**src/rtl/ipv4_host_rule_matcher_macros.svh**
```systemverilog
// Assertion helpers for the host rule matcher.
// Each macro expects clk and arst_n in scope at the point of use.
`ifndef IPV4_HOST_RULE_MATCHER_MACROS_SVH
`define IPV4_HOST_RULE_MATCHER_MACROS_SVH

// Same-cycle implication, checked outside reset.
`define IHRM_ASSERT_NOW(lbl, ante, cons, msg) \
	lbl: assert property (@(posedge clk) disable iff (!arst_n) (ante) |-> (cons)) \
		else $error(msg);

// Next-cycle implication, checked outside reset.
`define IHRM_ASSERT_NEXT(lbl, ante, cons, msg) \
	lbl: assert property (@(posedge clk) disable iff (!arst_n) (ante) |=> (cons)) \
		else $error(msg);

`endif

```
**src/rtl/ihrm_pkg.sv**
```systemverilog
`timescale 1ns / 1ps

package ihrm_pkg;

	// Characters the parser reacts to
	localparam logic [7:0] CH_SEMI   = 8'h3B;
	localparam logic [7:0] CH_DASH   = 8'h2D;
	localparam logic [7:0] CH_STAR   = 8'h2A;
	localparam logic [7:0] CH_DOT    = 8'h2E;
	localparam logic [7:0] CH_ZERO   = 8'h30;
	localparam logic [7:0] CH_TWO    = 8'h32;
	localparam logic [7:0] CH_FIVE   = 8'h35;
	localparam logic [7:0] CH_NINE   = 8'h39;
	localparam logic [7:0] CH_SPACE  = 8'h20;
	localparam logic [7:0] CH_TAB    = 8'h09;
	localparam logic [7:0] CH_CR     = 8'h0D;
	localparam logic [7:0] CH_UP_A   = 8'h41;
	localparam logic [7:0] CH_UP_Z   = 8'h5A;
	localparam logic [7:0] CH_LO_A   = 8'h61;
	localparam logic [7:0] CH_LO_Z   = 8'h7A;

	localparam int unsigned OCTET_MAX = 255;
	localparam int unsigned NUM_TRK   = 4;

	// Octet parse phase of one track
	typedef enum logic [2:0] {
		PH_EXPECT = 3'b001,
		PH_DIGITS = 3'b010,
		PH_AFTER  = 3'b100
	} phase_t;

	// One parse track: three closed octets, the open octet and its status
	typedef struct packed {
		logic [23:0] value;
		logic [8:0]  octet;
		logic [1:0]  count;
		phase_t      phase;
		logic        err;
	} trk_t;

	localparam trk_t TRK_RESET = '{
		value: 24'd0, octet: 9'd0, count: 2'd0, phase: PH_EXPECT, err: 1'b0
	};

	// Per-token flags
	typedef struct packed {
		logic started;
		logic letter;
		logic dash;
		logic star;
		logic upper;
	} tok_t;

	localparam tok_t TOK_RESET = '0;

	// One input word
	typedef struct packed {
		logic [7:0]  rule_char;
		logic [31:0] dest_addr;
		logic        last_char;
		logic        empty_rule;
	} item_t;

	// Advance one track by one character
	function automatic trk_t trk_feed(trk_t t, logic [7:0] c);
		trk_t        r;
		logic [12:0] v;
		r = t;
		v = 13'd0;
		if (!t.err) begin
			if (c >= CH_ZERO && c <= CH_NINE) begin
				if (t.phase != PH_AFTER) begin
					v = 13'(t.octet) * 13'd10 + 13'(c - CH_ZERO);
					if (v > 13'(OCTET_MAX)) begin
						r.err   = 1'b1;
						r.octet = 9'd256;
					end else begin
						r.octet = v[8:0];
					end
					r.phase = PH_DIGITS;
				end
			end else if (c == CH_DOT) begin
				if (t.phase == PH_EXPECT || t.count == 2'd3) begin
					r.err = 1'b1;
				end else begin
					r.value = {t.value[15:0], t.octet[7:0]};
					r.count = t.count + 2'd1;
					r.octet = 9'd0;
					r.phase = PH_EXPECT;
				end
			end else if (t.phase == PH_EXPECT) begin
				r.err = 1'b1;
			end else begin
				r.phase = PH_AFTER;
			end
		end
		return r;
	endfunction

	// A track gives an address when four octets closed cleanly
	function automatic logic trk_ok(trk_t t);
		return !t.err && t.phase != PH_EXPECT && t.count == 2'd3;
	endfunction

	function automatic logic [31:0] trk_addr(trk_t t);
		return {t.value, t.octet[7:0]};
	endfunction

endpackage

```
**src/rtl/ihrm_if.sv**
```systemverilog
`timescale 1ns / 1ps

// Rule character stream
interface ihrm_rule_if;
	logic        valid;
	logic        ready;
	logic [7:0]  rule_char;
	logic [31:0] dest_addr;
	logic        last_char;
	logic        empty_rule;

	modport source (output valid, rule_char, dest_addr, last_char, empty_rule, input ready);
	modport sink   (input valid, rule_char, dest_addr, last_char, empty_rule, output ready);
endinterface

// Match verdict stream
interface ihrm_match_if;
	logic valid;
	logic ready;
	logic host_matched;

	modport source (output valid, host_matched, input ready);
	modport sink   (input valid, host_matched, output ready);
endinterface

```
**src/rtl/ipv4_host_rule_matcher.sv**
```systemverilog
// A verdict word is registered: the word that ends the string passes the input register, then the result register.
// Throughput: one character word per cycle, one state update each; a string end waits while a verdict is untaken.
// The output register lets a new character enter while a verdict waits.
// Reset: arst_n clears all parse state and empties both registers at once.
`timescale 1ns / 1ps

`include "ipv4_host_rule_matcher_macros.svh"

module ipv4_host_rule_matcher (
	input  logic          clk,
	input  logic          arst_n,
	ihrm_rule_if.sink     chars,
	ihrm_match_if.source  verdict
);

	ihrm_pkg::item_t item_s1;
	ihrm_pkg::item_t item_in;
	logic            valid_s1;
	logic            emits;
	logic            adv;
	logic            hit;
	logic            out_valid_q;
	logic            matched_q;

	assign item_in = '{
		rule_char:  chars.rule_char,
		dest_addr:  chars.dest_addr,
		last_char:  chars.last_char,
		empty_rule: chars.empty_rule
	};

	// Advance the stage unless its verdict has no free slot
	assign emits       = item_s1.last_char | item_s1.empty_rule;
	assign adv         = valid_s1 && (!emits || !out_valid_q || verdict.ready);
	assign chars.ready = !valid_s1 || adv;

	// Input register
	always_ff @(posedge clk or negedge arst_n) begin
		if (!arst_n) begin
			valid_s1 <= 1'b0;
		end else if (chars.valid && chars.ready) begin
			valid_s1 <= 1'b1;
		end else if (adv) begin
			valid_s1 <= 1'b0;
		end
	end

	always_ff @(posedge clk) begin
		if (chars.valid && chars.ready) begin
			item_s1 <= item_in;
		end
	end

	ihrm_core u_core (
		.clk    (clk),
		.arst_n (arst_n),
		.step   (adv),
		.item   (item_s1),
		.hit    (hit)
	);

	// Result register: drop on take, load on a string end
	always_ff @(posedge clk or negedge arst_n) begin
		if (!arst_n) begin
			out_valid_q <= 1'b0;
		end else begin
			if (verdict.ready) begin
				out_valid_q <= 1'b0;
			end
			if (adv && emits) begin
				out_valid_q <= 1'b1;
			end
		end
	end

	always_ff @(posedge clk) begin
		if (adv && emits) begin
			matched_q <= hit;
		end
	end

	assign verdict.valid        = out_valid_q;
	assign verdict.host_matched = matched_q;

	// Checks
	`IHRM_ASSERT_NOW(a_no_overwrite, out_valid_q && !verdict.ready, !(adv && emits), "verdict overwritten before taken")
	`IHRM_ASSERT_NOW(a_char_no_stall, valid_s1 && !emits, adv, "character word stalled without a verdict")
	`IHRM_ASSERT_NEXT(a_empty_match, adv && item_s1.empty_rule, verdict.valid && verdict.host_matched, "empty rule did not match")

endmodule

```
**src/rtl/ihrm_core.sv**
```systemverilog
`timescale 1ns / 1ps

module ihrm_core (
	input  logic           clk,
	input  logic           arst_n,
	input  logic           step,
	input  ihrm_pkg::item_t item,
	output logic           hit
);

	ihrm_pkg::trk_t trk_q [ihrm_pkg::NUM_TRK];
	ihrm_pkg::trk_t nt    [ihrm_pkg::NUM_TRK];
	ihrm_pkg::tok_t tok_q;
	ihrm_pkg::tok_t nf;
	logic           match_q;

	logic [7:0]     c;
	logic           sp;
	logic           letter;
	logic           semi;
	logic           end_now;
	logic           tok_hit;
	logic           range_ok;
	logic           exact_ok;
	logic           match_next;
	ihrm_pkg::trk_t lo_trk;
	ihrm_pkg::trk_t hi_trk;
	logic [31:0]    lo_addr;
	logic [31:0]    hi_addr;

	// Classify the character
	assign c      = item.rule_char;
	assign sp     = c == ihrm_pkg::CH_SPACE || (c >= ihrm_pkg::CH_TAB && c <= ihrm_pkg::CH_CR);
	assign letter = (c >= ihrm_pkg::CH_UP_A && c <= ihrm_pkg::CH_UP_Z) ||
	                (c >= ihrm_pkg::CH_LO_A && c <= ihrm_pkg::CH_LO_Z);
	assign semi   = c == ihrm_pkg::CH_SEMI;

	// Take one character into the token flags and tracks
	always_comb begin
		nt = trk_q;
		nf = tok_q;
		if (!semi && (tok_q.started || !sp)) begin
			nf.started = 1'b1;
			if (letter) begin
				nf.letter = 1'b1;
			end
			if (c == ihrm_pkg::CH_STAR) begin
				nf.star = 1'b1;
				nt[0] = ihrm_pkg::trk_feed(trk_q[0], ihrm_pkg::CH_ZERO);
				nt[1] = ihrm_pkg::trk_feed(ihrm_pkg::trk_feed(ihrm_pkg::trk_feed(
				        trk_q[1], ihrm_pkg::CH_TWO), ihrm_pkg::CH_FIVE), ihrm_pkg::CH_FIVE);
			end else begin
				nt[0] = ihrm_pkg::trk_feed(trk_q[0], c);
				nt[1] = ihrm_pkg::trk_feed(trk_q[1], c);
			end
			if (!tok_q.dash) begin
				if (c == ihrm_pkg::CH_DASH) begin
					nf.dash = 1'b1;
				end else begin
					nt[2] = ihrm_pkg::trk_feed(trk_q[2], c);
				end
			end else if (tok_q.upper || !sp) begin
				nf.upper = 1'b1;
				nt[3] = ihrm_pkg::trk_feed(trk_q[3], c);
			end
		end
	end

	// Resolve the token against the destination
	assign lo_trk   = nf.dash ? nt[2] : nt[0];
	assign hi_trk   = nf.dash ? nt[3] : nt[1];
	assign lo_addr  = ihrm_pkg::trk_addr(lo_trk);
	assign hi_addr  = ihrm_pkg::trk_addr(hi_trk);
	assign range_ok = ihrm_pkg::trk_ok(lo_trk) && ihrm_pkg::trk_ok(hi_trk) &&
	                  item.dest_addr >= lo_addr && item.dest_addr <= hi_addr;
	assign exact_ok = ihrm_pkg::trk_ok(nt[0]) && item.dest_addr == ihrm_pkg::trk_addr(nt[0]);
	assign tok_hit  = nf.started && !nf.letter && ((nf.dash || nf.star) ? range_ok : exact_ok);

	assign end_now    = semi || item.last_char;
	assign match_next = match_q | (end_now & tok_hit);
	assign hit        = item.empty_rule | match_next;

	// Update state: clear at string end, clear the token at a separator
	always_ff @(posedge clk or negedge arst_n) begin
		if (!arst_n) begin
			match_q <= 1'b0;
			tok_q   <= ihrm_pkg::TOK_RESET;
			for (int i = 0; i < ihrm_pkg::NUM_TRK; i++) begin
				trk_q[i] <= ihrm_pkg::TRK_RESET;
			end
		end else if (step) begin
			if (item.empty_rule || item.last_char) begin
				match_q <= 1'b0;
				tok_q   <= ihrm_pkg::TOK_RESET;
				for (int i = 0; i < ihrm_pkg::NUM_TRK; i++) begin
					trk_q[i] <= ihrm_pkg::TRK_RESET;
				end
			end else if (semi) begin
				match_q <= match_next;
				tok_q   <= ihrm_pkg::TOK_RESET;
				for (int i = 0; i < ihrm_pkg::NUM_TRK; i++) begin
					trk_q[i] <= ihrm_pkg::TRK_RESET;
				end
			end else begin
				tok_q <= nf;
				trk_q <= nt;
			end
		end
	end

endmodule
```
**src/flat_wrapper.sv**
```systemverilog
// flat-port wrapper written by rule: the top's interface ports become plain ports
module ipv4_host_rule_matcher_flat 
  (clk, arst_n, chars_valid, chars_rule_char, chars_dest_addr, chars_last_char, chars_empty_rule, chars_ready, verdict_valid, verdict_host_matched, verdict_ready);
  ihrm_rule_if chars_i ();
  ihrm_match_if verdict_i ();
  input  logic clk;
  input  logic arst_n;
  input wire logic [$bits(chars_i.valid)-1:0] chars_valid;
  input wire logic [$bits(chars_i.rule_char)-1:0] chars_rule_char;
  input wire logic [$bits(chars_i.dest_addr)-1:0] chars_dest_addr;
  input wire logic [$bits(chars_i.last_char)-1:0] chars_last_char;
  input wire logic [$bits(chars_i.empty_rule)-1:0] chars_empty_rule;
  output wire logic [$bits(chars_i.ready)-1:0] chars_ready;
  output wire logic [$bits(verdict_i.valid)-1:0] verdict_valid;
  output wire logic [$bits(verdict_i.host_matched)-1:0] verdict_host_matched;
  input wire logic [$bits(verdict_i.ready)-1:0] verdict_ready;
  assign chars_i.valid = chars_valid;
  assign chars_i.rule_char = chars_rule_char;
  assign chars_i.dest_addr = chars_dest_addr;
  assign chars_i.last_char = chars_last_char;
  assign chars_i.empty_rule = chars_empty_rule;
  assign chars_ready = chars_i.ready;
  assign verdict_valid = verdict_i.valid;
  assign verdict_host_matched = verdict_i.host_matched;
  assign verdict_i.ready = verdict_ready;
  ipv4_host_rule_matcher u_core (.clk(clk), .arst_n(arst_n), .chars(chars_i), .verdict(verdict_i));
endmodule
```
**config.mk**
```make
export PLATFORM = sky130hd
export DESIGN_NAME = ipv4_host_rule_matcher_flat
export DESIGN_NICKNAME = d
export VERILOG_FILES = /design/src/rtl/ihrm_pkg.sv /design/src/rtl/ihrm_if.sv /design/src/rtl/ipv4_host_rule_matcher.sv /design/src/rtl/ihrm_core.sv /design/src/flat_wrapper.sv
export VERILOG_INCLUDE_DIRS = /design/src /design/src/rtl
export SDC_FILE = /design/constraint.sdc
export NUM_CORES = 1
export LEC_CHECK = 0
export BUFFER_PORTS_ARGS = -buffer_cell sky130_fd_sc_hd__buf_4
export CAP_MARGIN = 10
export CORE_MARGIN = 2
export CORE_UTILIZATION = 61
export CTS_CLUSTER_SIZE = 30
export DETAILED_ROUTE_END_ITERATION = 12
export PLACE_DENSITY = 0.78
export SYNTH_ARGS = -nofsm -noshare
export SYNTH_HDL_FRONTEND = slang
export SYNTH_HIERARCHICAL = 1
export SYNTH_SLANG_ARGS = --single-unit
```
**constraint.sdc**
```tcl
create_clock -name clk -period 23.3 [get_ports clk]
set_input_delay 0 -clock clk [delete_from_list [all_inputs] [get_ports clk]]
set_output_delay 0 -clock clk [all_outputs]
set_load 0.01 [all_outputs]
```
==> results.yml, run 1 <==
logic_synthesis:
  syn_nets: 2468
  synth_edf_count: 43
  yosysSeqAreaShare_pct: 28.7
  synthFlopType: "dfrtp_1"
  ys_types: 99
  avgSynthCellArea_um2: 8.53
  synth-async-reset-ratio_pct: 79.2
  yosysWarnings: 6
  synth-seq-cells: 207
  synth_cells: 2209
  syn-cell-area_um2: 18800
min_path:
  worst_hold_path_type: "primary input to async pin"
pwr:
  p_leak_nw: 9.50
  p_sw_share_pct: 31.0
  pwr-share-comb_pct: 20.6
  internal_power_uw: 723
  power.share.sequential_pct: 38.0
  max-vdd-ir-drop_v: 0.0000661
  p_per_area_nw_per_um2: 50.1
  p_sw_uw: 325
  clockPowerShare_pct: 41.3
floorplan:
  rows: 64
  die_y_um: 180
  start_util_pct: 61.7
  pin_count: 49
  coreArea_um2: 30500
  die_width_um: 180
  die-area_um2: 32300
global_routing:
  grt_start_max_net_pins: 101
  overflow: 0
  grtUsageMet2_pct: 57.1
  grt_first_pass_wirelength_mm: 101
  busiest_layer: "met2"
  met3_usage_pct: 9.93
  met1_usage_pct: 53.8
  grt_usage_pct: 39.1
  grt_pass1_vias: 18014
  antenna_found_initial: 1
clock_tree:
  clkSlewWorstSetupHoldPaths_ps: 60
  numCtsBuffers: 26
  htreeDepth: 1
  clk_path_buf_depth: 3
  cts_hold_buffers: 46
  clk-insertion-delay-late_ps: 570
  post_cts_resized: 0
  post_cts.repair.setup_buffers: 0
  root_buffer: "clkbuf_16"
  cts_sinks: 207
  cts_tree: "done"
detailed_routing:
  postRouteWirelength_mm: 64.4
  route.detailed.drc: 0
  post_drt_wl_per_cell_um: 24.1
  drtPass1Iterations: 6
  vias_per_cell: 7.02
  num_vias: 18795
  drt-initial-drc-count: 2153
  ant_nets: 0
sta:
  finalHoldViolCount: 0
  rsz0062_at_grt: "false"
  fin_crit_sh_pct: 51.0
  setup_viol: 0
  setup_tns_ps: 0
  maxSlewHeadroom_pct: 15.7
  slew_violations: 0
  hold_ws_ps: 99.0
  period_needed_ps: 11880
  fin_worst_skew_ps: 31.1
  fmax_mhz: 84.2
  worst_pin_slew_ps: 1250
critical_path:
  worstSetupEndpointType: "register"
  ff2ff_setup_slack_ps: 11420
  critPathArrivalTime_ps: 12300
  reg2regPathDepth: 44
  cp_slowest_cell: "dfrtp_1"
  crit_fanout: 13
  critPathRequiredTime_ps: 23730
  timing.rr.start: "u_core/u_core/trk_q[85]"
  r2r_end: "u_core/verdict.host_matched"
  cp_common_cell: "ha_1"
  worstSetupPathType: "register to register"
  cpPeakStageDelay_ps: 640
  critPathLaunchType: "register"
placed_design:
  portBuffers: 48
  post-dp-hpwl_mm: 46.3
  place_congestion: 0.990
layout:
  nNetsFinal: 2520
  seqCellArea_um2: 5400
  multi_input_area_um2: 12700
  n_fill_cell: 2424
  drive_above_1_share_pct: 9.16
  area_growth_syn_to_layout_pct: 11.2
  utilization_pct: 68.7
  antenna_cells: 0
status:
  outcome: "completed"
run:
  cap_violations: 0
## flip-flops by register name (all words and copies together), names as in the netlist
signal,flops
u_core/verdict.host_matched,1
u_core/valid_s1,1
u_core/item_s1,42
u_core/u_core/trk_q,156
u_core/verdict.valid,1
u_core/u_core/match_q,1
u_core/u_core/tok_q,5
## cell type report
type | count | area share (%)
inverters | 84 | 1.51
clock buffers | 34 | 3.49
flip-flops and latches | 207 | 25.8
well taps | 396 | 2.37
clock inverters | 14 | 0.878
multi-input cells | 1814 | 60.8
repair buffers | 128 | 5.21
## through the flow
step / std cells / instance area, um2 / setup WS [ps] / total power, mW
final: 2677 / 21000 / 11420 / 1.05
after global routing: 2677 / 21000 / 10520 / 1.08
after CTS: 2676 / 20900 / 11610 / 1.04
after detailed placement: 2582 / 19600 / 11650 / 0.606
after global placement: 2582 / 19600 / 11950 / 0.602
after floorplan: 2209 / 18800 / 13040 / 0.535
## worst max-delay path, delay by kind of cell (launching register included)
family                     cells  cell delay (ps)
DFF                            1              640
AOI/OAI and AO/OA             21             4460
adders and majority gates     10             3290
and+or+nand+nor               10             2530
muxes                          1              290
xor gates and xnor gates       2              510
## cell usage after synthesis, types with 27 or more instances
cell type / n / share of area (%)
xor2_1: 43 / 2.0
nand2_1: 271 / 5.4
a21o_1: 39 / 1.6
o211ai_1: 40 / 1.6
o21ai_0: 128 / 3.4
ha_1: 203 / 13
a211oi_1: 27 / 1.1
dfrtp_1: 160 / 21
nor2_1: 144 / 2.9
nand4_1: 28 / 0.93
a21oi_1: 180 / 4.8
a22o_1: 112 / 5.2
mux2_2: 29 / 1.7
nor3_1: 45 / 1.2
edfxtp_1: 43 / 6.9
xnor2_1: 37 / 1.7
inv_1: 83 / 1.7
clkbuf_1: 85 / 1.7
nand3_1: 50 / 1.3
## placed cells by master, fill, tap and decap left out, drive strengths merged, types with 16 or more instances in the layout
| cell | instances |
|---|---|
| ha | 203 |
| a211oi | 30 |
| nand4 | 28 |
| o22ai | 26 |
| dfrtp | 160 |
| edfxtp | 43 |
| clkbuf | 34 |
| buf | 82 |
| o21bai | 17 |
| nor2 | 146 |
| a22o | 112 |
| mux2 | 29 |
| nor4 | 23 |
| nand3 | 50 |
| nor3 | 48 |
| nand2 | 271 |
| xnor2 | 37 |
| inv | 83 |
| nor2b | 18 |
| dlygate4sd3 | 46 |
| a21oi | 180 |
| o211ai | 41 |
| xor2 | 43 |
| and3 | 16 |
| a31oi | 24 |
| o21ai | 137 |
| a21o | 39 |
| nand2b | 18 |
## layer usage
layer | part of all wire (%) | up-vias
met5 | 0 | -
met4 | 5.6 | 0
met3 | 11 | 224
met2 | 42 | 1099
met1 | 41 | 9010
li1 | - | 8462
## power by group through the flow
stage          logic (mW)  clock network (mW)  registers (mW)
2_1_floorplan       0.140                   0           0.395
3_3_place_gp        0.198                   0           0.405
3_5_place_dp        0.201                   0           0.404
4_1_cts             0.209               0.436           0.398
5_1_grt             0.236               0.450           0.399
6_report            0.216               0.433           0.399
## kinds of logic (layout without fill, tap and decap cells)
logic type               count (synthesis)  after routing  synth area share [%]
XOR/XNOR                                80             80                  3.72
multiplexers                            44             44                  2.53
AO/OA/AOI/OAI                          766            766                  28.0
flip-flops                             207            207                  28.7
adder cells (fa/ha/maj)                213            213                  14.5
buffers and inverters                  188            260                  4.00
AND/OR/NAND/NOR                        711            711                  18.5
## how the worst max path moves through the flow
| stage | end | slack (ps) | start | cells past startpoint |
|---|---|---|---|---|
| 2_1_floorplan | u_core/verdict.host_matched | 13040 | u_core/u_core/trk_q[85] | 45 |
| 3_3_place_gp | u_core/verdict.host_matched | 11950 | u_core/u_core/trk_q[85] | 44 |
| 3_5_place_dp | u_core/verdict.host_matched | 11650 | u_core/u_core/trk_q[85] | 44 |
| 4_1_cts | u_core/verdict.host_matched | 11610 | u_core/u_core/trk_q[85] | 44 |
| 5_1_grt | u_core/verdict.host_matched | 10520 | u_core/u_core/trk_q[85] | 43 |
| 6_report | u_core/verdict.host_matched | 11420 | u_core/u_core/trk_q[85] | 44 |
Power figures use the tool's default switching activity.
==> run 2, diff against run 1 <==
--- a/config.mk
+++ b/config.mk
@@ -9,10 +9,10 @@
 export BUFFER_PORTS_ARGS = -buffer_cell sky130_fd_sc_hd__buf_4
 export CAP_MARGIN = 10
 export CORE_MARGIN = 2
-export CORE_UTILIZATION = 61
+export CORE_UTILIZATION = 59
 export CTS_CLUSTER_SIZE = 30
 export DETAILED_ROUTE_END_ITERATION = 12
-export PLACE_DENSITY = 0.78
+export PLACE_DENSITY = 0.79
 export SYNTH_ARGS = -nofsm -noshare
 export SYNTH_HDL_FRONTEND = slang
 export SYNTH_HIERARCHICAL = 1
==> constraint.sdc (replaced) <==
create_clock -name clk -period 9.9 [get_ports clk]
set_input_delay 0 -clock clk [delete_from_list [all_inputs] [get_ports clk]]
set_output_delay 0 -clock clk [all_outputs]
set_load 0.01 [all_outputs]
==> run 2 against run 1 <==
Net effect:
- the flow now finishes with violations (negative setup slack)
- routed wire length rose by 1.7%
- sequential power rose by 130%
- critical path depth did not move
- critical path type unchanged
- largest cell class unchanged
==> results.yml, run 2 (same netlist as run 1, synthesis figures left out) <==
status:
  outcome: "complete, but fails checks"
  violations: "negative setup slack"
critical_path:
  crit_cells: 44
  critPathTopFamily: "compound AO/OA/AOI/OAI gates"
  critPathArrivalTime_ps: 10400
  cpPeakStageDelay_ps: 540
  crit_fanout: 7
  critPathRequiredTime_ps: 10200
  cp_slowest_cell: "fa_2"
  critPathLaunchType: "register"
  ff2ff_setup_slack_ps: -190
  cp_common_cell: "ha_4"
  worstSetupEndpointType: "register"
  crit_buf_inv: 4
  worstSetupPathType: "register to register"
  reg2regPathDepth: 44
global_routing:
  overflow: 0
  grt_start_max_net_pins: 96
  grt_usage_pct: 38.8
  antenna_found_initial: 1
  grt_pass1_vias: 18387
  grt_first_pass_wirelength_mm: 103
clock_tree:
  cts_tree: "done"
  htreeDepth: 1
  root_buffer: "clkbuf_16"
  clkSlewWorstSetupHoldPaths_ps: 60
  cts_sinks: 207
  clk-insertion-delay-late_ps: 560
  numCtsBuffers: 25
  clk_path_buf_depth: 3
sta:
  setup_viol: 2
  hold_ws_ps: 111
  maxSlewHeadroom_pct: 21.9
  worst_pin_slew_ps: 1160
  finalHoldViolCount: 0
  fin_worst_skew_ps: 16.0
  slew_violations: 0
  period_needed_ps: 10090
  setup_ws_ps: -192
  fmax_mhz: 99.1
  rsz0062_at_grt: "true"
  fin_crit_sh_pct: 102
detailed_routing:
  vias_per_cell: 6.88
  route.detailed.drc: 0
  drtPass1Iterations: 6
  ant_nets: 0
  post_drt_wl_per_cell_um: 23.7
  drt-initial-drc-count: 2352
  num_vias: 19039
  postRouteWirelength_mm: 65.5
placed_design:
  portBuffers: 48
  dp_cells: 2651
  pre_cts_ws_ps: -488
  place_congestion: 1.01
  post-dp-hpwl_mm: 46.4
layout:
  final_common_cell: "nand2_1"
  final_cells: 2769
  top_register: "u_core/u_core/trk_q"
  drive_above_1_share_pct: 15.1
  nNetsFinal: 2606
  largest_reg_flops: 156
  area_growth_syn_to_layout_pct: 17.0
  layout_common_cells: "nand2_1 (270), ha_1 (191), a21oi_1 (180)"
  reg_top3: "u_core/u_core/trk_q (156), u_core/item_s1 (42), u_core/u_core/tok_q (5)"
pwr:
  p_sw_uw: 803
  power.share.sequential_pct: 37.2
  clockPowerShare_pct: 38.5
  p_leak_nw: 10.0
  p_per_area_nw_per_um2: 114
  p_sw_share_pct: 31.9
  internal_power_mw: 1.72
  max-vdd-ir-drop_v: 0.000136
  pwr-share-comb_pct: 24.3
floorplan:
  pin_count: 49
  coreArea_um2: 31500
  die_y_um: 183
  die_width_um: 183
  start_util_pct: 59.8
  die-area_um2: 33400
  rows: 65
min_path:
  worst_hold_path_type: "primary input to async pin"
run:
  cap_violations: 0
run 2: worst reg2reg max path: cells and delay by family (launching register included):
family                   cells  cell delay (ps)
AND/OR/NAND/NOR             12             2120
AO/OA/AOI/OAI               17             3720
adder cells (fa/ha/maj)      9             2610
flip-flops                   1              420
buffers and inverters        4              550
XOR/XNOR                     2              430
run 2: worst paths after layout:
| kind | start | end |
|---|---|---|
| min in group clk | chars_empty_rule | u_core/item_s1[0] |
| setup / recovery | u_core/u_core/trk_q[87] | u_core/verdict.host_matched |
| setup reg to reg | u_core/u_core/trk_q[87] | u_core/verdict.host_matched |
| hold / removal | arst_n | u_core/u_core/trk_q[26] |
| hold reg to reg | u_core/u_core/trk_q[31] | u_core/u_core/trk_q[31] |
| max in group asynchronous | arst_n | u_core/u_core/trk_q[76] |
run 2: routing by layer:
layer | global-route usage [%] | part of all wire, % | wire [um]
met5 | 0 | 0 | 0
met4 | 16.4 | 4.7 | 3100
met3 | 8.58 | 11 | 6970
met2 | 60.2 | 44 | 28800
met1 | 52.3 | 41 | 26700
run 2: power groups by stage:
stage	clock network (mW)	registers, mW	logic [mW]
3_3_place_gp	0	0.950	0.513
6_report	0.970	0.937	0.613
2_1_floorplan	0	0.929	0.335
5_1_grt	1.01	0.937	0.665
4_1_cts	0.975	0.934	0.581
3_5_place_dp	0	0.949	0.525
run 2: repair_timing:
| item | CTS | global route |
|---|---|---|
| resized for setup | 45 | 42 |
| pin swaps | 46 | 39 |
| hold endpoints to repair | 134 | 0 |
| hold buffers | 46 | 0 |
| setup endpoints to repair | 2 | 2 |
| buffers inserted | 20 | 3 |
run 2: metrics by stage:
step / area (um2) / power [mW] / util [%] / TNS [ps]
after floorplan: 18900 / 1.26 / - / 0
after global placement: 20100 / 1.46 / 63.8 / -93.8
after detailed placement: 20100 / 1.47 / 63.8 / -890
after CTS: 21800 / 2.49 / 69.2 / 0
after global routing: 22000 / 2.61 / 70.0 / -1390
final: 22000 / 2.52 / 70.0 / -300
run 2: layout make-up:
cell class              count  area, um2
diodes                      1       2.50
clock buffers              38        777
clock inverters             8       91.3
fillers                  2450       9440
inverters                  84        317
multi-input cells        1814      13200
flip-flops and latches    207       5400
well taps                 402        503
repair buffers            215       1750
